===== src/sbcd_pkg.sv =====
// Shared constants and types for the sign-magnitude BCD adder/subtractor.
// No dependencies; used by every module of the block.
package sbcd_pkg;

	// operand size in decimal digits and the number of digit lanes working in parallel
	localparam int DIGITS = 16;
	localparam int LANES  = 4;

	// walk over the magnitude: digits are handled LANES at a time
	localparam int STEPS      = (DIGITS + LANES - 1) / LANES;
	localparam int STEP_W     = (STEPS > 1) ? $clog2(STEPS) : 1;
	localparam int LAST_STEP  = (DIGITS - 1) / LANES;
	localparam int LAST_LANE  = (DIGITS - 1) % LANES;
	localparam int PAD_W      = 4 * STEPS * LANES;
	localparam int DIG_W      = 4 * DIGITS;
	localparam int LANE_DW    = 4 * LANES;

	// stream widths
	localparam int FIELD_W = 64;
	localparam int CNT_W   = 5;
	localparam int IN_W    = 136;
	localparam int OUT_W   = 72;

	typedef logic [PAD_W-1:0] pad_t;
	typedef logic [3:0]       nibble_t;

	// one finished result
	typedef struct packed {
		logic [CNT_W-1:0]   digit_count;
		logic               carry_digit;
		logic [FIELD_W-1:0] sum_digits;
		logic               sum_negative;
	} result_t;

endpackage


===== src/sbcd_digit_cell.sv =====
// One decimal digit cell: add with carry or subtract with borrow.
// Depends on sbcd_pkg.
module sbcd_digit_cell
	import sbcd_pkg::*;
(
	input  logic    sub,
	input  nibble_t x,
	input  nibble_t y,
	input  logic    cin,
	output nibble_t d,
	output logic    cout
);

	logic [4:0] sum;
	logic [4:0] ysub;
	logic [4:0] wrap;

	// add path: s = x + y + c, fold at ten; subtract path: x - (y + b), wrap by ten
	always_comb begin
		sum  = 5'({1'b0, x}) + 5'({1'b0, y}) + 5'(cin);
		ysub = 5'({1'b0, y}) + 5'(cin);
		wrap = 5'({1'b0, x}) + 5'd10 - ysub;
		if (sub) begin
			if ({1'b0, x} < ysub) begin
				d    = wrap[3:0];
				cout = 1'b1;
			end else begin
				d    = 4'(5'({1'b0, x}) - ysub);
				cout = 1'b0;
			end
		end else begin
			if (sum >= 5'd10) begin
				d    = 4'(sum - 5'd10);
				cout = 1'b1;
			end else begin
				d    = sum[3:0];
				cout = 1'b0;
			end
		end
	end

endmodule


===== src/sbcd_merge.sv =====
// Merge stage: combines the lane results into sign, digits, carry and digit count.
// Depends on sbcd_pkg.
module sbcd_merge
	import sbcd_pkg::*;
(
	input  logic [DIG_W-1:0] digits,
	input  logic             carry,
	input  logic             negative,
	output result_t          result
);

	logic [CNT_W-1:0] top;
	logic             zero;

	// highest non-zero digit sets the count
	always_comb begin
		top = CNT_W'(1);
		for (int i = 0; i < DIGITS; i++) begin
			if (digits[4*i +: 4] != 4'd0) begin
				top = CNT_W'(i + 1);
			end
		end
	end

	// zero is always positive; a carry makes the result DIGITS+1 long
	always_comb begin
		zero                = (digits == '0) && !carry;
		result.sum_negative = negative && !zero;
		result.sum_digits   = FIELD_W'(digits);
		result.carry_digit  = carry;
		result.digit_count  = carry ? CNT_W'(DIGITS + 1) : top;
	end

endmodule


===== src/signed_bcd_adder.sv =====
// Top level of the sign-magnitude BCD adder/subtractor.
// Depends on sbcd_pkg, sbcd_digit_cell and sbcd_merge.
//
// Channel | Dir | Bits of tdata (lowest first)
// s_*     | in  | a_negative[0], a_digits[64:1], b_negative[65], b_digits[129:66], zero pad
// m_*     | out | sum_negative[0], sum_digits[64:1], carry_digit[65], digit_count[70:66], pad
//
// Each item is handled in order: the beat is taken and the magnitudes compared, the digits
// walk through the LANES chained digit cells in STEPS steps, and the merge loads the result.
// The output register frees the input side: the next beat is taken while a result waits.
// arst_n clears the sequencer and the output valid; data registers are not reset.
// A stalled output holds the sequencer in its merge state until the register drains.
module signed_bcd_adder
	import sbcd_pkg::*;
(
	input  logic             clk,
	input  logic             arst_n,
	input  logic             s_tvalid,
	output logic             s_tready,
	input  logic [IN_W-1:0]  s_tdata,   // a_negative, a_digits, b_negative, b_digits
	output logic             m_tvalid,
	input  logic             m_tready,
	output logic [OUT_W-1:0] m_tdata    // sum_negative, sum_digits, carry_digit, digit_count
);

	typedef enum logic [2:0] {
		ST_IDLE  = 3'b001,
		ST_RUN   = 3'b010,
		ST_MERGE = 3'b100
	} state_t;

	state_t            state_q;
	logic [STEP_W-1:0] step_q;
	pad_t              big_q;
	pad_t              small_q;
	pad_t              res_q;
	logic              sub_q;
	logic              neg_q;
	logic              cy_q;
	logic              cy_fin_q;
	result_t           out_q;
	logic              out_valid_q;

	pad_t              a_mag;
	pad_t              b_mag;
	logic              a_neg;
	logic              b_neg;
	logic              s_fire;
	logic              out_free;
	logic              last_step;
	logic [LANES:0]    chain;
	logic [LANE_DW-1:0] lane_d;
	result_t           merged;

	// unpack the beat, dropping nibbles above DIGITS
	always_comb begin
		a_neg = s_tdata[0];
		a_mag = pad_t'(s_tdata[DIG_W:1]);
		b_neg = s_tdata[65];
		b_mag = pad_t'(s_tdata[66 + DIG_W - 1:66]);
	end

	assign s_tready  = (state_q == ST_IDLE);
	assign s_fire    = s_tvalid && s_tready;
	assign out_free  = !out_valid_q || m_tready;
	assign last_step = (step_q == STEP_W'(LAST_STEP));

	// digit lanes, carry chained from lane 0 upward
	assign chain[0] = cy_q;
	for (genvar l = 0; l < LANES; l++) begin : g_lane
		sbcd_digit_cell u_cell (
			.sub  (sub_q),
			.x    (big_q[4*l +: 4]),
			.y    (small_q[4*l +: 4]),
			.cin  (chain[l]),
			.d    (lane_d[4*l +: 4]),
			.cout (chain[l+1])
		);
	end

	sbcd_merge u_merge (
		.digits   (res_q[DIG_W-1:0]),
		.carry    (cy_fin_q),
		.negative (neg_q),
		.result   (merged)
	);

	// sequencer
	always_ff @(posedge clk or negedge arst_n) begin
		if (!arst_n) begin
			state_q     <= ST_IDLE;
			step_q      <= '0;
			out_valid_q <= 1'b0;
		end else begin
			// output valid: set when the merge loads the register, cleared when the beat leaves
			if ((state_q == ST_MERGE) && out_free) begin
				out_valid_q <= 1'b1;
			end else if (m_tready) begin
				out_valid_q <= 1'b0;
			end
			unique case (state_q)
				ST_IDLE: begin
					if (s_fire) begin
						state_q <= ST_RUN;
						step_q  <= '0;
					end
				end
				ST_RUN: begin
					if (last_step) begin
						state_q <= ST_MERGE;
					end else begin
						step_q <= step_q + STEP_W'(1);
					end
				end
				ST_MERGE: begin
					if (out_free) begin
						state_q <= ST_IDLE;
					end
				end
				default: begin
					state_q <= ST_IDLE;
				end
			endcase
		end
	end

	// operand setup, digit walk and output register
	always_ff @(posedge clk) begin
		if (s_fire) begin
			// plain nibble-string compare equals an unsigned compare
			sub_q <= a_neg ^ b_neg;
			cy_q  <= 1'b0;
			if ((a_neg == b_neg) || (a_mag >= b_mag)) begin
				big_q   <= a_mag;
				small_q <= b_mag;
				neg_q   <= a_neg;
			end else begin
				big_q   <= b_mag;
				small_q <= a_mag;
				neg_q   <= b_neg;
			end
		end else if (state_q == ST_RUN) begin
			big_q   <= big_q >> LANE_DW;
			small_q <= small_q >> LANE_DW;
			res_q   <= pad_t'({lane_d, res_q[PAD_W-1:LANE_DW]});
			cy_q    <= chain[LANES];
			if (last_step) begin
				cy_fin_q <= chain[LAST_LANE+1] && !sub_q;
			end
		end
		if ((state_q == ST_MERGE) && out_free) begin
			out_q <= merged;
		end
	end

	assign m_tvalid = out_valid_q;
	assign m_tdata  = {1'b0, out_q.digit_count, out_q.carry_digit,
		out_q.sum_digits, out_q.sum_negative};

endmodule


===== config.mk =====
export PLATFORM = sky130hd
export DESIGN_NAME = signed_bcd_adder
export DESIGN_NICKNAME = d
export VERILOG_FILES = /design/src/sbcd_pkg.sv /design/src/sbcd_digit_cell.sv /design/src/sbcd_merge.sv /design/src/signed_bcd_adder.sv
export SDC_FILE = /design/constraint.sdc
export NUM_CORES = 1
export LEC_CHECK = 0
export BUFFER_PORTS_ARGS = -buffer_cell sky130_fd_sc_hd__buf_2
export CORE_UTILIZATION = 30
export DETAILED_ROUTE_END_ITERATION = 12
export GPL_TIMING_DRIVEN = 0
export HOLD_SLACK_MARGIN = 0.06
export PLACE_DENSITY_LB_ADDON = 0.08
export SETUP_SLACK_MARGIN = 0.1
export SLEW_MARGIN = 20
export SYNTH_ARGS = -nofsm -noshare
export SYNTH_HDL_FRONTEND = slang
export SYNTH_SLANG_ARGS = --single-unit

===== constraint.sdc =====
create_clock -name clk -period 8.8 [get_ports clk]
set_input_delay 0.44 -clock clk [delete_from_list [all_inputs] [get_ports clk]]
set_output_delay 0.44 -clock clk [all_outputs]
set_load 0.05 [all_outputs]

==> out/metrics.cfg, run 1 <==
[sta]
fin_crit_sh_pct = 92.8
fmax_ghz = 0.122
hold_viol = 0
setup_viol = 0
rsz0062_at_grt = no
fin_setup_tns_ns = 0
tightest_slew_ns = 0.762
period_minus_slack_ns = 8.17
skew_ns = 0.0259
slew_headroom_pct = 48.7
drv_slew = 0
whs_ns = 0.235

[detailed_routing]
vias = 11463
drc_errors = 0
firstDrtPassIters = 5
drtAntennaViolNets = 0
wl_mm = 46.1
vias_per_cell = 4.92
first_iter_violations = 716
avgRoutedWirePerCell_um = 19.8

[power]
peakVddDrop_mv = 0.141
clock_power_share_pct = 19.4
combPwrFrac_pct = 47.0
power.density_nw_per_um2 = 377
swShare_pct = 38.8
internal-power_mw = 4.23
p_sw_mw = 2.68
power.leakage_nw = 7.17
total_power_mw = 6.91
seqPwrFrac_pct = 33.6

[placement]
place.gp.congestion = 0.826
portBuffers = 206
dp_hpwl_mm = 36.6

[logic_synthesis]
seq_area_frac_synth_pct = 53.8
synthArstFlopShare_pct = 2.20
yosys-mux-area-fraction_pct = 0.882
synth-simple-area-share_pct = 14.3
yosysTopAreaCellShare_pct = 52.6
synth_compound_area_share_pct = 12.3
syn_area_per_cell_um2 = 11.0
ys_warn_count = 0
yosysTopAreaCell = edfxtp_1
synthesis.area_um2 = 15200
yosysUniqueCellTypes = 60
ys_ff_latch = 273
synth_xor_area_share_pct = 2.14
ys_top_cells_by_count = 266 x edfxtp_1, 226 x nand2_1, 116 x ha_1
synth_top_family_by_area = simple AND/OR/NAND/NOR gates
synthAdderAreaFrac_pct = 11.7
yosys-top-cells-area = edfxtp_1 53%, ha_1 9.6%, nand2_1 5.6%, o211ai_1 4.9%, or3_1 4.0%
synthCells = 1385
synth_flop_cell = edfxtp_1
synth_most_common_cell = edfxtp_1
synth-edff-count = 266
syn-num-nets = 1657

[floorplanning]
die_y_um = 227
die_w_um = 227
ios = 214
initial_core_util_pct = 30.3
coreArea_um2 = 50100
rows = 82
die_area_um2 = 51500

[grt]
grt_pass1_vias = 11695
overflow = 0
grt_max_degree = 40
grt_pass1_wl_mm = 69.5
grt_usage_pct = 18.2
antenna_found_initial = 2

[critical_path]
crit_top_cell = ha_1
critPathMaxStageDelay_ns = 0.48
path_max_fanout = 4
crit_path_start_kind = flop
endpoint_kind = flop
crit_type = flop to flop
crit_required_ns = 9.05
worstPathArrival_ns = 8.41
worst_path_max_delay_cell = fa_1

[layout]
nets = 1907
antenna_cells = 0
drive_gt1_share_pct = 18.3
synthToLayoutAreaGrowth_pct = 20.7

[cts]
root_buffer = clkbuf_16
insertion_delay_ns = 0.54
cts_max_level = 2
path_clk_slew_ns = 0.06
cts_num_sinks = 273
cts_buffers = 34
cts_tree = built
cts_buffer_depth = 3

[min_path]
hp-class = input port to flop

[job]
drv_cap = 0

[run_status]
status = completed

power by group through the flow:
| stage | Combinational (mW) | Clock, mW | Sequential, mW |
|---|---|---|---|
| 6_report | 3.24 | 1.34 | 2.32 |
| 5_1_grt | 3.69 | 1.42 | 2.37 |
| 3_3_place_gp | 3.10 | 0 | 2.42 |
| 2_1_floorplan | 2.30 | 0 | 2.30 |
| 3_5_place_dp | 3.19 | 0 | 2.36 |
| 4_1_cts | 3.23 | 1.38 | 2.33 |
cells in the final DEF, fill, tap and decap left out, drive strengths merged, types with 19 or more instances in the layout:
| master | n |
|---|---|
| xor2 | 19 |
| nand3 | 45 |
| nand2 | 226 |
| inv | 116 |
| a21oi | 78 |
| o211ai | 99 |
| or3 | 98 |
| edfxtp | 266 |
| clkbuf | 99 |
| a21o | 21 |
| o21ai | 53 |
| nor2 | 28 |
| ha | 116 |
| buf | 230 |
final cells by class:
class	instances	area, um2
repair buffers	214	1170
well taps	672	841
plain buffers	72	309
clock inverters	15	106
inverters	115	434
clock buffers	44	952
flip-flops and latches	273	8160
multi-input cells	925	6350
fillers	5135	31800
stage by stage:
stage / std cells / setup WS, ns / cell area (um2) / utilization, %
floorplan: 1385 / 1.01 / 15200 / -
global placement: 2263 / -0.214 / 17000 / 34.0
detailed placement: 2269 / -0.383 / 17200 / 34.3
CTS: 2329 / 0.0482 / 18300 / 36.5
global route: 2330 / 0.104 / 18300 / 36.6
finish: 2330 / 0.634 / 18300 / 36.6
final timing paths:
| path | slack, ns | endpoint | cells past startpoint | startpoint |
|---|---|---|---|---|
| worst min register to register | 0.45 | m_tdata[10] | 0 | res_q[9] |
| worst max-delay path | 0.63 | res_q[63] | 34 | big_q[0] |
| worst max register to register | 0.63 | res_q[63] | 34 | big_q[0] |
| max in group asynchronous | 8.30 | state_q[0] | 2 | arst_n |
| min in group asynchronous | 0.28 | step_q[0] | 2 | arst_n |
| worst min-delay path | 0.24 | neg_q | 2 | s_tdata[0] |
per-layer routing:
metal	wire length [um]	GRT usage, %	share of wire, %
met4	1790	7.85	3.9
met5	0	0	0
met3	2140	2.53	4.6
met1	18800	21.6	41
met2	23400	32.7	51
sequential cells by signal, summed over array words and instances, names as in the netlist:
name,cells
big_q,64
cy_fin_q,1
cy_q,1
m_tdata,71
m_tvalid,1
neg_q,1
res_q,64
small_q,64
state_q,3
step_q,2
sub_q,1
cell families (layout without fill, tap and decap cells):
logic type,Yosys count,after routing
adder cells (fa/ha/maj),132,132
multiplexers,13,13
flip-flops,273,273
buffers and inverters,187,460
other,1,1
AND/OR/NAND/NOR,455,455
XOR/XNOR,37,37
AO/OA/AOI/OAI,287,287
what timing repair did:
action / CTS / global route
pin swaps: 0 / 1
gates cloned: 0 / 0
gates resized for setup: 7 / 10
setup buffers: 0 / 1
endpoints found under the hold margin: 6 / 0
hold buffers: 1 / 0
endpoints found under the setup margin: 5 / 5
worst max-delay path: cells and delay by family, from the launching register on:
family / cells / cell delay, ns
adder cells (fa/ha/maj): 12 / 3.69
buffers and inverters: 1 / 0.06
flip-flops: 1 / 0.31
XOR/XNOR: 2 / 0.38
AO/OA/AOI/OAI: 11 / 2.11
AND/OR/NAND/NOR: 4 / 0.48
multiplexers: 4 / 0.82
Power figures use the tool's default switching activity.
==> inputs of run 2 (changes only) <==
--- a/config.mk
+++ b/config.mk
@@ -6,7 +6,8 @@
 export NUM_CORES = 1
 export LEC_CHECK = 0
 export BUFFER_PORTS_ARGS = -buffer_cell sky130_fd_sc_hd__buf_2
-export CORE_UTILIZATION = 30
+export CORE_MARGIN = 1.5
+export CORE_UTILIZATION = 50
 export DETAILED_ROUTE_END_ITERATION = 12
 export GPL_TIMING_DRIVEN = 0
 export HOLD_SLACK_MARGIN = 0.06
==> run 2 against run 1 <==
Net effect: sequential power is essentially flat; via count grew 2.6%; critical path depth stayed put; combinational power barely moved; first-iteration DRC count increased by 28%; clock-buffer cell count decreased by 10; clock power barely moved; register-to-register slack improved by 0.10 ns; largest cell class unchanged.
==> out/metrics.cfg, run 2 (same netlist as run 1, synthesis figures left out) <==
[critical_path]
r2r-end = res_q[63]
crit_type = flop to flop
worst_path_max_delay_cell = fa_1
rrSetupSlack_ns = 0.74  ; +0.10 ns
path_max_fanout = 4  ; unchanged
crit_top_cell = ha_1
endpoint_kind = flop
worstPathArrival_ns = 8.33  ; -0.08 ns
crit_path_start_kind = flop
crit_family = adder cells
critPathMaxStageDelay_ns = 0.45  ; -0.03 ns
r2r_start = cy_q
reg2regPathDepth = 34  ; unchanged
cp_num_buf_inv = 1  ; unchanged
crit_required_ns = 9.07  ; +0.02 ns

[sta]
tightest_slew_ns = 0.683  ; -0.0795 ns
drv_slew = 0  ; unchanged
setup_viol = 0  ; unchanged
whs_ns = 0.224  ; -0.0114 ns
hold_viol = 0  ; unchanged
period_minus_slack_ns = 8.06  ; -0.103 ns
fin_crit_sh_pct = 91.6  ; -1.2 points
fmax_ghz = 0.124  ; +1.3%
slew_headroom_pct = 54.1  ; +5.3 points
rsz0062_at_grt = no
fin_setup_tns_ns = 0  ; unchanged
skew_ns = 0.0185  ; -0.00734 ns

[layout]
final_util_pct = 60.6  ; +24 points
drive_gt1_share_pct = 18.4  ; +0.094 points
antenna_cells = 0  ; unchanged
final_common_cell = edfxtp_1
synthToLayoutAreaGrowth_pct = 18.6
mostFrequentLayoutCells = 266 x edfxtp_1, 225 x nand2_1, 220 x buf_2
largest_register_ffs = 71  ; unchanged
final-seq-area_um2 = 8160  ; unchanged
fillers = 2475  ; -52%
nets = 1903  ; -0.21%
multiInputGateArea_um2 = 6350  ; unchanged
post_layout_nonfiller_instances = 2045  ; -12%

[power]
power.density_nw_per_um2 = 381  ; +1.0%
combPwrFrac_pct = 46.8  ; -0.2 points
peakVddDrop_mv = 0.220  ; +57%
p_sw_mw = 2.60  ; -2.9%
power.leakage_nw = 7.18  ; +0.13%
total_power_mw = 6.86  ; -0.71%
seqPwrFrac_pct = 33.8  ; +0.2 points
internal-power_mw = 4.25  ; +0.66%
clock_power_share_pct = 19.5  ; about the same
swShare_pct = 38.0  ; -0.85 points

[placement]
place.gp.congestion = 0.929  ; +12%
dp_hpwl_mm = 31.2  ; -15%
portBuffers = 206  ; unchanged
dp.cells = 1987  ; -12%

[detailed_routing]
routed.top_layer = met4
first_iter_violations = 920  ; +28%
routed-wl-met3_mm = 2.80  ; +31%
dr_wl_met2_mm = 20.4  ; -13%
drc_errors = 0  ; unchanged
wl_met1_mm = 15.4  ; -18%
avgRoutedWirePerCell_um = 19.6  ; -0.93%
wl_mm = 40.1  ; -13%
vias = 11766  ; +2.6%
vias_per_cell = 5.75  ; +17%
drtAntennaViolNets = 0  ; unchanged
firstDrtPassIters = 6  ; +1

[cts]
cts_num_sinks = 273  ; unchanged
insertion_delay_ns = 0.55  ; about the same
path_clk_slew_ns = 0.06  ; about the same
cts_max_level = 1  ; -1
root_buffer = clkbuf_16
cts_tree = built
cts_buffers = 30  ; -12%
cts_buffer_depth = 3  ; unchanged

[min_path]
min_to = neg_q
hold_depth = 2  ; unchanged
min-delay-start = s_tdata[65]
hp-class = input port to flop

[grt]
grt_max_degree = 57  ; +43%
grt_pass1_vias = 11480  ; -1.8%
overflow = 0  ; unchanged
grt_pass1_wl_mm = 61.7  ; -11%
grt_usage_pct = 25.6  ; +7.4 points
antenna_found_initial = 0  ; -2

[floorplanning]
ios = 214  ; unchanged
coreArea_um2 = 29700  ; -41%
die_area_um2 = 31400  ; -39%
initial_core_util_pct = 51.1  ; +21 points
rows = 63  ; -23%
die_y_um = 177  ; -22%
die_w_um = 177  ; -22%

[run_status]
status = completed

[job]
drv_cap = 0  ; unchanged

[run 2: cell count changes in the layout (fill, tap and decap cells not counted)]
cell        change
bufinv_16       +5
clkinvlp_4      +1
o21ai_1         +2
buf_12          -4
clkbuf_16       -6
o21ai_0         -2
clkbuf_1        -4
buf_16          +4
clkinv_4        +1
clkinv_2        -1
inv_6           +1
[run 2: power groups by stage]
stage | Combinational, mW | Clock (mW) | Sequential, mW
after floorplan | 2.30 | 0 | 2.30
after global placement | 2.96 | 0 | 2.39
after detailed placement | 3.10 | 0 | 2.34
after CTS | 3.14 | 1.35 | 2.32
after global routing | 3.61 | 1.41 | 2.35
final | 3.21 | 1.33 | 2.32
[run 2: what timing repair did]
action / CTS / global route
hold endpoints to repair: 6 / 0
hold buffers: 1 / 0
endpoints found under the setup margin: 4 / 5
gates resized for setup: 6 / 13
pin swaps: 0 / 1
buffers inserted: 0 / 1
[run 2: per-stage QoR]
stage               cell area (um2)  setup WS [ns]
floorplan                     15200           1.01
global placement              16700        -0.0427
detailed placement            16900         -0.195
CTS                           17900          0.124
global route                  18000         0.0881
finish                        18000          0.737
[run 2: layout make-up]
cell class              count  share of cell area [%]
flip-flops and latches    273                    45.3
multi-input cells         925                    35.3
repair buffers            214                    6.66
clock buffers              34                    4.37
well taps                 390                    2.71
inverters                 115                    2.41
plain buffers              72                    1.72
clock inverters            22                    1.54
[run 2: worst register-to-register path: cells and delay by family, from the launching register on]
family,cells,cell delay (ns)
DFF,1,0.36
muxes,4,0.77
AOI/OAI and AO/OA,11,1.97
buffers and inverters,1,0.07
and+or+nand+nor,4,0.48
adders and majority gates,12,3.78
xor gates and xnor gates,2,0.38
[run 2: how the worst max path moves through the flow]
stage          startpoint  depth (start not counted)   endpoint
4_1_cts              cy_q                         34       cy_q
6_report             cy_q                         34  res_q[63]
5_1_grt              cy_q                         34  res_q[63]
3_3_place_gp         cy_q                         34  res_q[63]
3_5_place_dp         cy_q                         34  res_q[63]
2_1_floorplan    big_q[0]                         34  res_q[63]
[run 2: routing by layer]
| metal | vias to the layer above | track usage (%) |
|---|---|---|
| met4 | 0 | 9.99 |
| met1 | 5604 | 30.8 |
| met2 | 516 | 46.7 |
| met5 | - | 0 |
| li1 | 5563 | - |
| met3 | 83 | 2.81 |
==> inputs of run 3 (changes only) <==
--- a/config.mk
+++ b/config.mk
@@ -5,9 +5,10 @@
 export SDC_FILE = /design/constraint.sdc
 export NUM_CORES = 1
 export LEC_CHECK = 0
+export ABC_AREA = 1
 export BUFFER_PORTS_ARGS = -buffer_cell sky130_fd_sc_hd__buf_2
 export CORE_MARGIN = 1.5
-export CORE_UTILIZATION = 50
+export CORE_UTILIZATION = 44
 export DETAILED_ROUTE_END_ITERATION = 12
 export GPL_TIMING_DRIVEN = 0
 export HOLD_SLACK_MARGIN = 0.06
==> run 3 against run 2 <==
Net effect: die area rose by 17%; highest routed layer unchanged; first-iteration DRC count fell by 18%; critical path type unchanged; maximum frequency rose by 0.54%; largest power group unchanged; largest cell class unchanged; clock power fell by 5%; non-clock buffer count rose by 7; critical path depth rose by 8; clock skew rose by 0.0045 ns; worst setup slack improved by 0.043 ns.
==> out/metrics.cfg, run 3 <==
[run_status]
status = completed

[detailed_routing]
vias = 12496  ; +6.2%
drc_errors = 0  ; unchanged
first_iter_violations = 757  ; -18%
avgRoutedWirePerCell_um = 17.6  ; -10%
vias_per_cell = 5.22  ; -9.2%
wl_mm = 42.2  ; +5.3%
drtAntennaViolNets = 0  ; unchanged
firstDrtPassIters = 5  ; -1

[floorplanning]
coreArea_um2 = 34800  ; +17%
die_area_um2 = 36700  ; +17%
initial_core_util_pct = 45.0  ; -6.1 points
ios = 214  ; unchanged
die_w_um = 192  ; +8.1%
rows = 68  ; +7.9%
die_y_um = 192  ; +8.1%

[logic_synthesis]
yosys-top-cells-area = edfxtp_1 51%, nand2_1 11%, ha_1 9.3%, inv_1 4.9%, nand4_1 4.8%
synth-edff-count = 266  ; unchanged
yosysTopAreaCellShare_pct = 51.1  ; -1.6 points
synthArstFlopShare_pct = 2.20  ; unchanged
ys_ff_latch = 273  ; unchanged
syn-num-nets = 1941  ; +17%
synthesis.area_um2 = 15600  ; +3.1%
ys_warn_count = 0  ; unchanged
synth_most_common_cell = nand2_1
yosysUniqueCellTypes = 44  ; -27%
ys_top_cells_by_count = 450 x nand2_1, 266 x edfxtp_1, 206 x inv_1
syn_area_per_cell_um2 = 9.37  ; -14%
yosysTopAreaCell = edfxtp_1
seq_area_frac_synth_pct = 52.1  ; -1.6 points
synth_flop_cell = edfxtp_1
synthCells = 1669  ; +21%

[critical_path]
cp_num_buf_inv = 6  ; +5
worst-path-stages = 42  ; +24%
crit_required_ns = 9.14  ; +0.07 ns
reg2regPathDepth = 42  ; +24%
r2r_start = cy_q
endpoint_kind = flop
worstPathArrival_ns = 8.36  ; +0.03 ns
worst_path_max_delay_cell = fa_1
crit_family = adder cells
critPathMaxStageDelay_ns = 0.44  ; about the same
startpoint = cy_q
crit_top_cell = ha_1
crit_path_start_kind = flop
crit_type = flop to flop
path_max_fanout = 7  ; +3

[grt]
grt_max_degree = 56  ; -1.8%
overflow = 0  ; unchanged
antenna_found_initial = 0  ; unchanged
grt_pass1_wl_mm = 64.7  ; +4.8%
grt_pass1_vias = 12079  ; +5.2%
grt_usage_pct = 23.1  ; -2.5 points

[placement]
portBuffers = 206  ; unchanged
placed_cell_area_um2 = 17400  ; +3.1%
place_ws_ns = -0.0767  ; +0.118 ns
dp_hpwl_mm = 32.9  ; +5.5%
place.gp.congestion = 0.920  ; -0.96%

[sta]
fin_crit_sh_pct = 91.1  ; -0.49 points
rsz0062_at_grt = no
drv_slew = 0  ; unchanged
whs_ns = 0.211  ; -0.0127 ns
period_minus_slack_ns = 8.02  ; -0.0433 ns
hold_viol = 0  ; unchanged
slew_headroom_pct = 42.3  ; -12 points
setup_viol = 0  ; unchanged
skew_ns = 0.0231  ; +0.00454 ns
tightest_slew_ns = 0.862  ; +0.179 ns
fmax_ghz = 0.125  ; +0.54%
setup_slack_ns = 0.781  ; +0.0433 ns

[layout]
mostFrequentLayoutCells = 449 x nand2_1, 266 x edfxtp_1, 222 x buf_2
final_common_cell = nand2_1
drive_gt1_share_pct = 15.9  ; -2.5 points
nets = 2187  ; +15%
multiInputGateArea_um2 = 6410  ; +1.0%
fillers = 3223  ; +30%
largest_register_ffs = 71  ; unchanged
antenna_cells = 0  ; unchanged
synthToLayoutAreaGrowth_pct = 18.0
final_cell_area_um2 = 18500  ; +2.6%
final-seq-area_um2 = 8160  ; unchanged

[power]
peakVddDrop_mv = 0.235  ; +6.6%
power.density_nw_per_um2 = 352  ; -7.6%
combPwrFrac_pct = 45.3  ; -1.5 points
seqPwrFrac_pct = 35.2  ; +1.4 points
internal-power_mw = 3.94  ; -7.3%
swShare_pct = 39.3  ; +1.4 points
clock_power_share_pct = 19.6  ; about the same
power.leakage_nw = 8.33  ; +16%
p_sw_mw = 2.56  ; -1.8%

[cts]
cts_buffers = 30  ; unchanged
cts_max_level = 1  ; unchanged
insertion_delay_ns = 0.58  ; +0.03 ns
cts_tree = built
cts_buffer_depth = 3  ; unchanged
path_clk_slew_ns = 0.07  ; about the same
cts_num_sinks = 273  ; unchanged
root_buffer = clkbuf_16

[job]
drv_cap = 0  ; unchanged

[min_path]
hp-class = input port to asynchronous set/reset pin

## run 3: cell types whose count changed after synthesis, sizes merged, moves of 17 or more
cell    change
nor2       +52
nand4     +101
a21o       -21
nand2     +225
buf        +24
clkbuf     -17
nand3      +82
or3        -98
inv        +92
o211ai     -93
## run 3: cell families (layout without fill, tap and decap cells)
group | Yosys count | count (layout) | share of synthesized area [%]
compound gates | 136 | 136 | 4.70
xor+xnor | 29 | 29 | 1.62
buf+inv | 286 | 555 | 7.23
flops | 273 | 273 | 52.1
fa+ha+maj | 132 | 132 | 11.3
other cells | 1 | 1 | 0.0240
simple gates | 812 | 812 | 23.0
## run 3: per-stage QoR
step	total power, mW	TNS, ns	utilization [%]	std cells
3_5_place_dp	5.22	-0.0767	50.0	2335
2_1_floorplan	4.42	0	-	1669
3_3_place_gp	5.16	-0.00203	49.6	2330
5_1_grt	7.05	0	53.0	2393
4_1_cts	6.49	0	52.9	2392
6_report	6.50	0	53.0	2393
## run 3: path summary, 6_finish.rpt
path / end / slack [ns]
hold / removal: step_q[0] / 0.21
hold reg to reg: m_tdata[16] / 0.44
setup reg to reg: res_q[63] / 0.78
min in group clk: small_q[59] / 0.23
setup / recovery: res_q[63] / 0.78
max in group asynchronous: state_q[0] / 8.37
## run 3: timing repair
item                                    CTS  global route
buffers inserted                          0             1
pin swaps                                 0             2
endpoints found under the setup margin    3             5
gates cloned                              0             0
hold buffers                              2             0
hold endpoints to repair                  7             0
gates resized for setup                   1            10
## run 3: power by group through the flow
stage	Clock (mW)	Combinational, mW	Sequential (mW)
floorplan	0	2.15	2.27
global placement	0	2.80	2.37
detailed placement	0	2.90	2.31
CTS	1.29	2.91	2.29
global route	1.34	3.39	2.32
finish	1.27	2.94	2.28
## run 3: metal layers
metal | wire [um] | global-route usage (%) | share of wire [%] | up-vias
li1 | - | - | - | 6200
met2 | 20900 | 41.3 | 50 | 475
met4 | 2220 | 11.7 | 5.3 | 0
met1 | 16800 | 27.4 | 40 | 5720
met3 | 2270 | 2.58 | 5.4 | 101
met5 | 0 | 0 | 0 | -
## run 3: cell type report
cell class	count	area share, %
Clock buffer	30	4.07
Sequential cell	273	44.2
Buffer	79	1.92
Inverter	207	4.22
Clock inverter	25	1.38
Multi-Input combinational cell	1110	34.7
Tap cell	455	3.08
Timing Repair Buffer	214	6.40
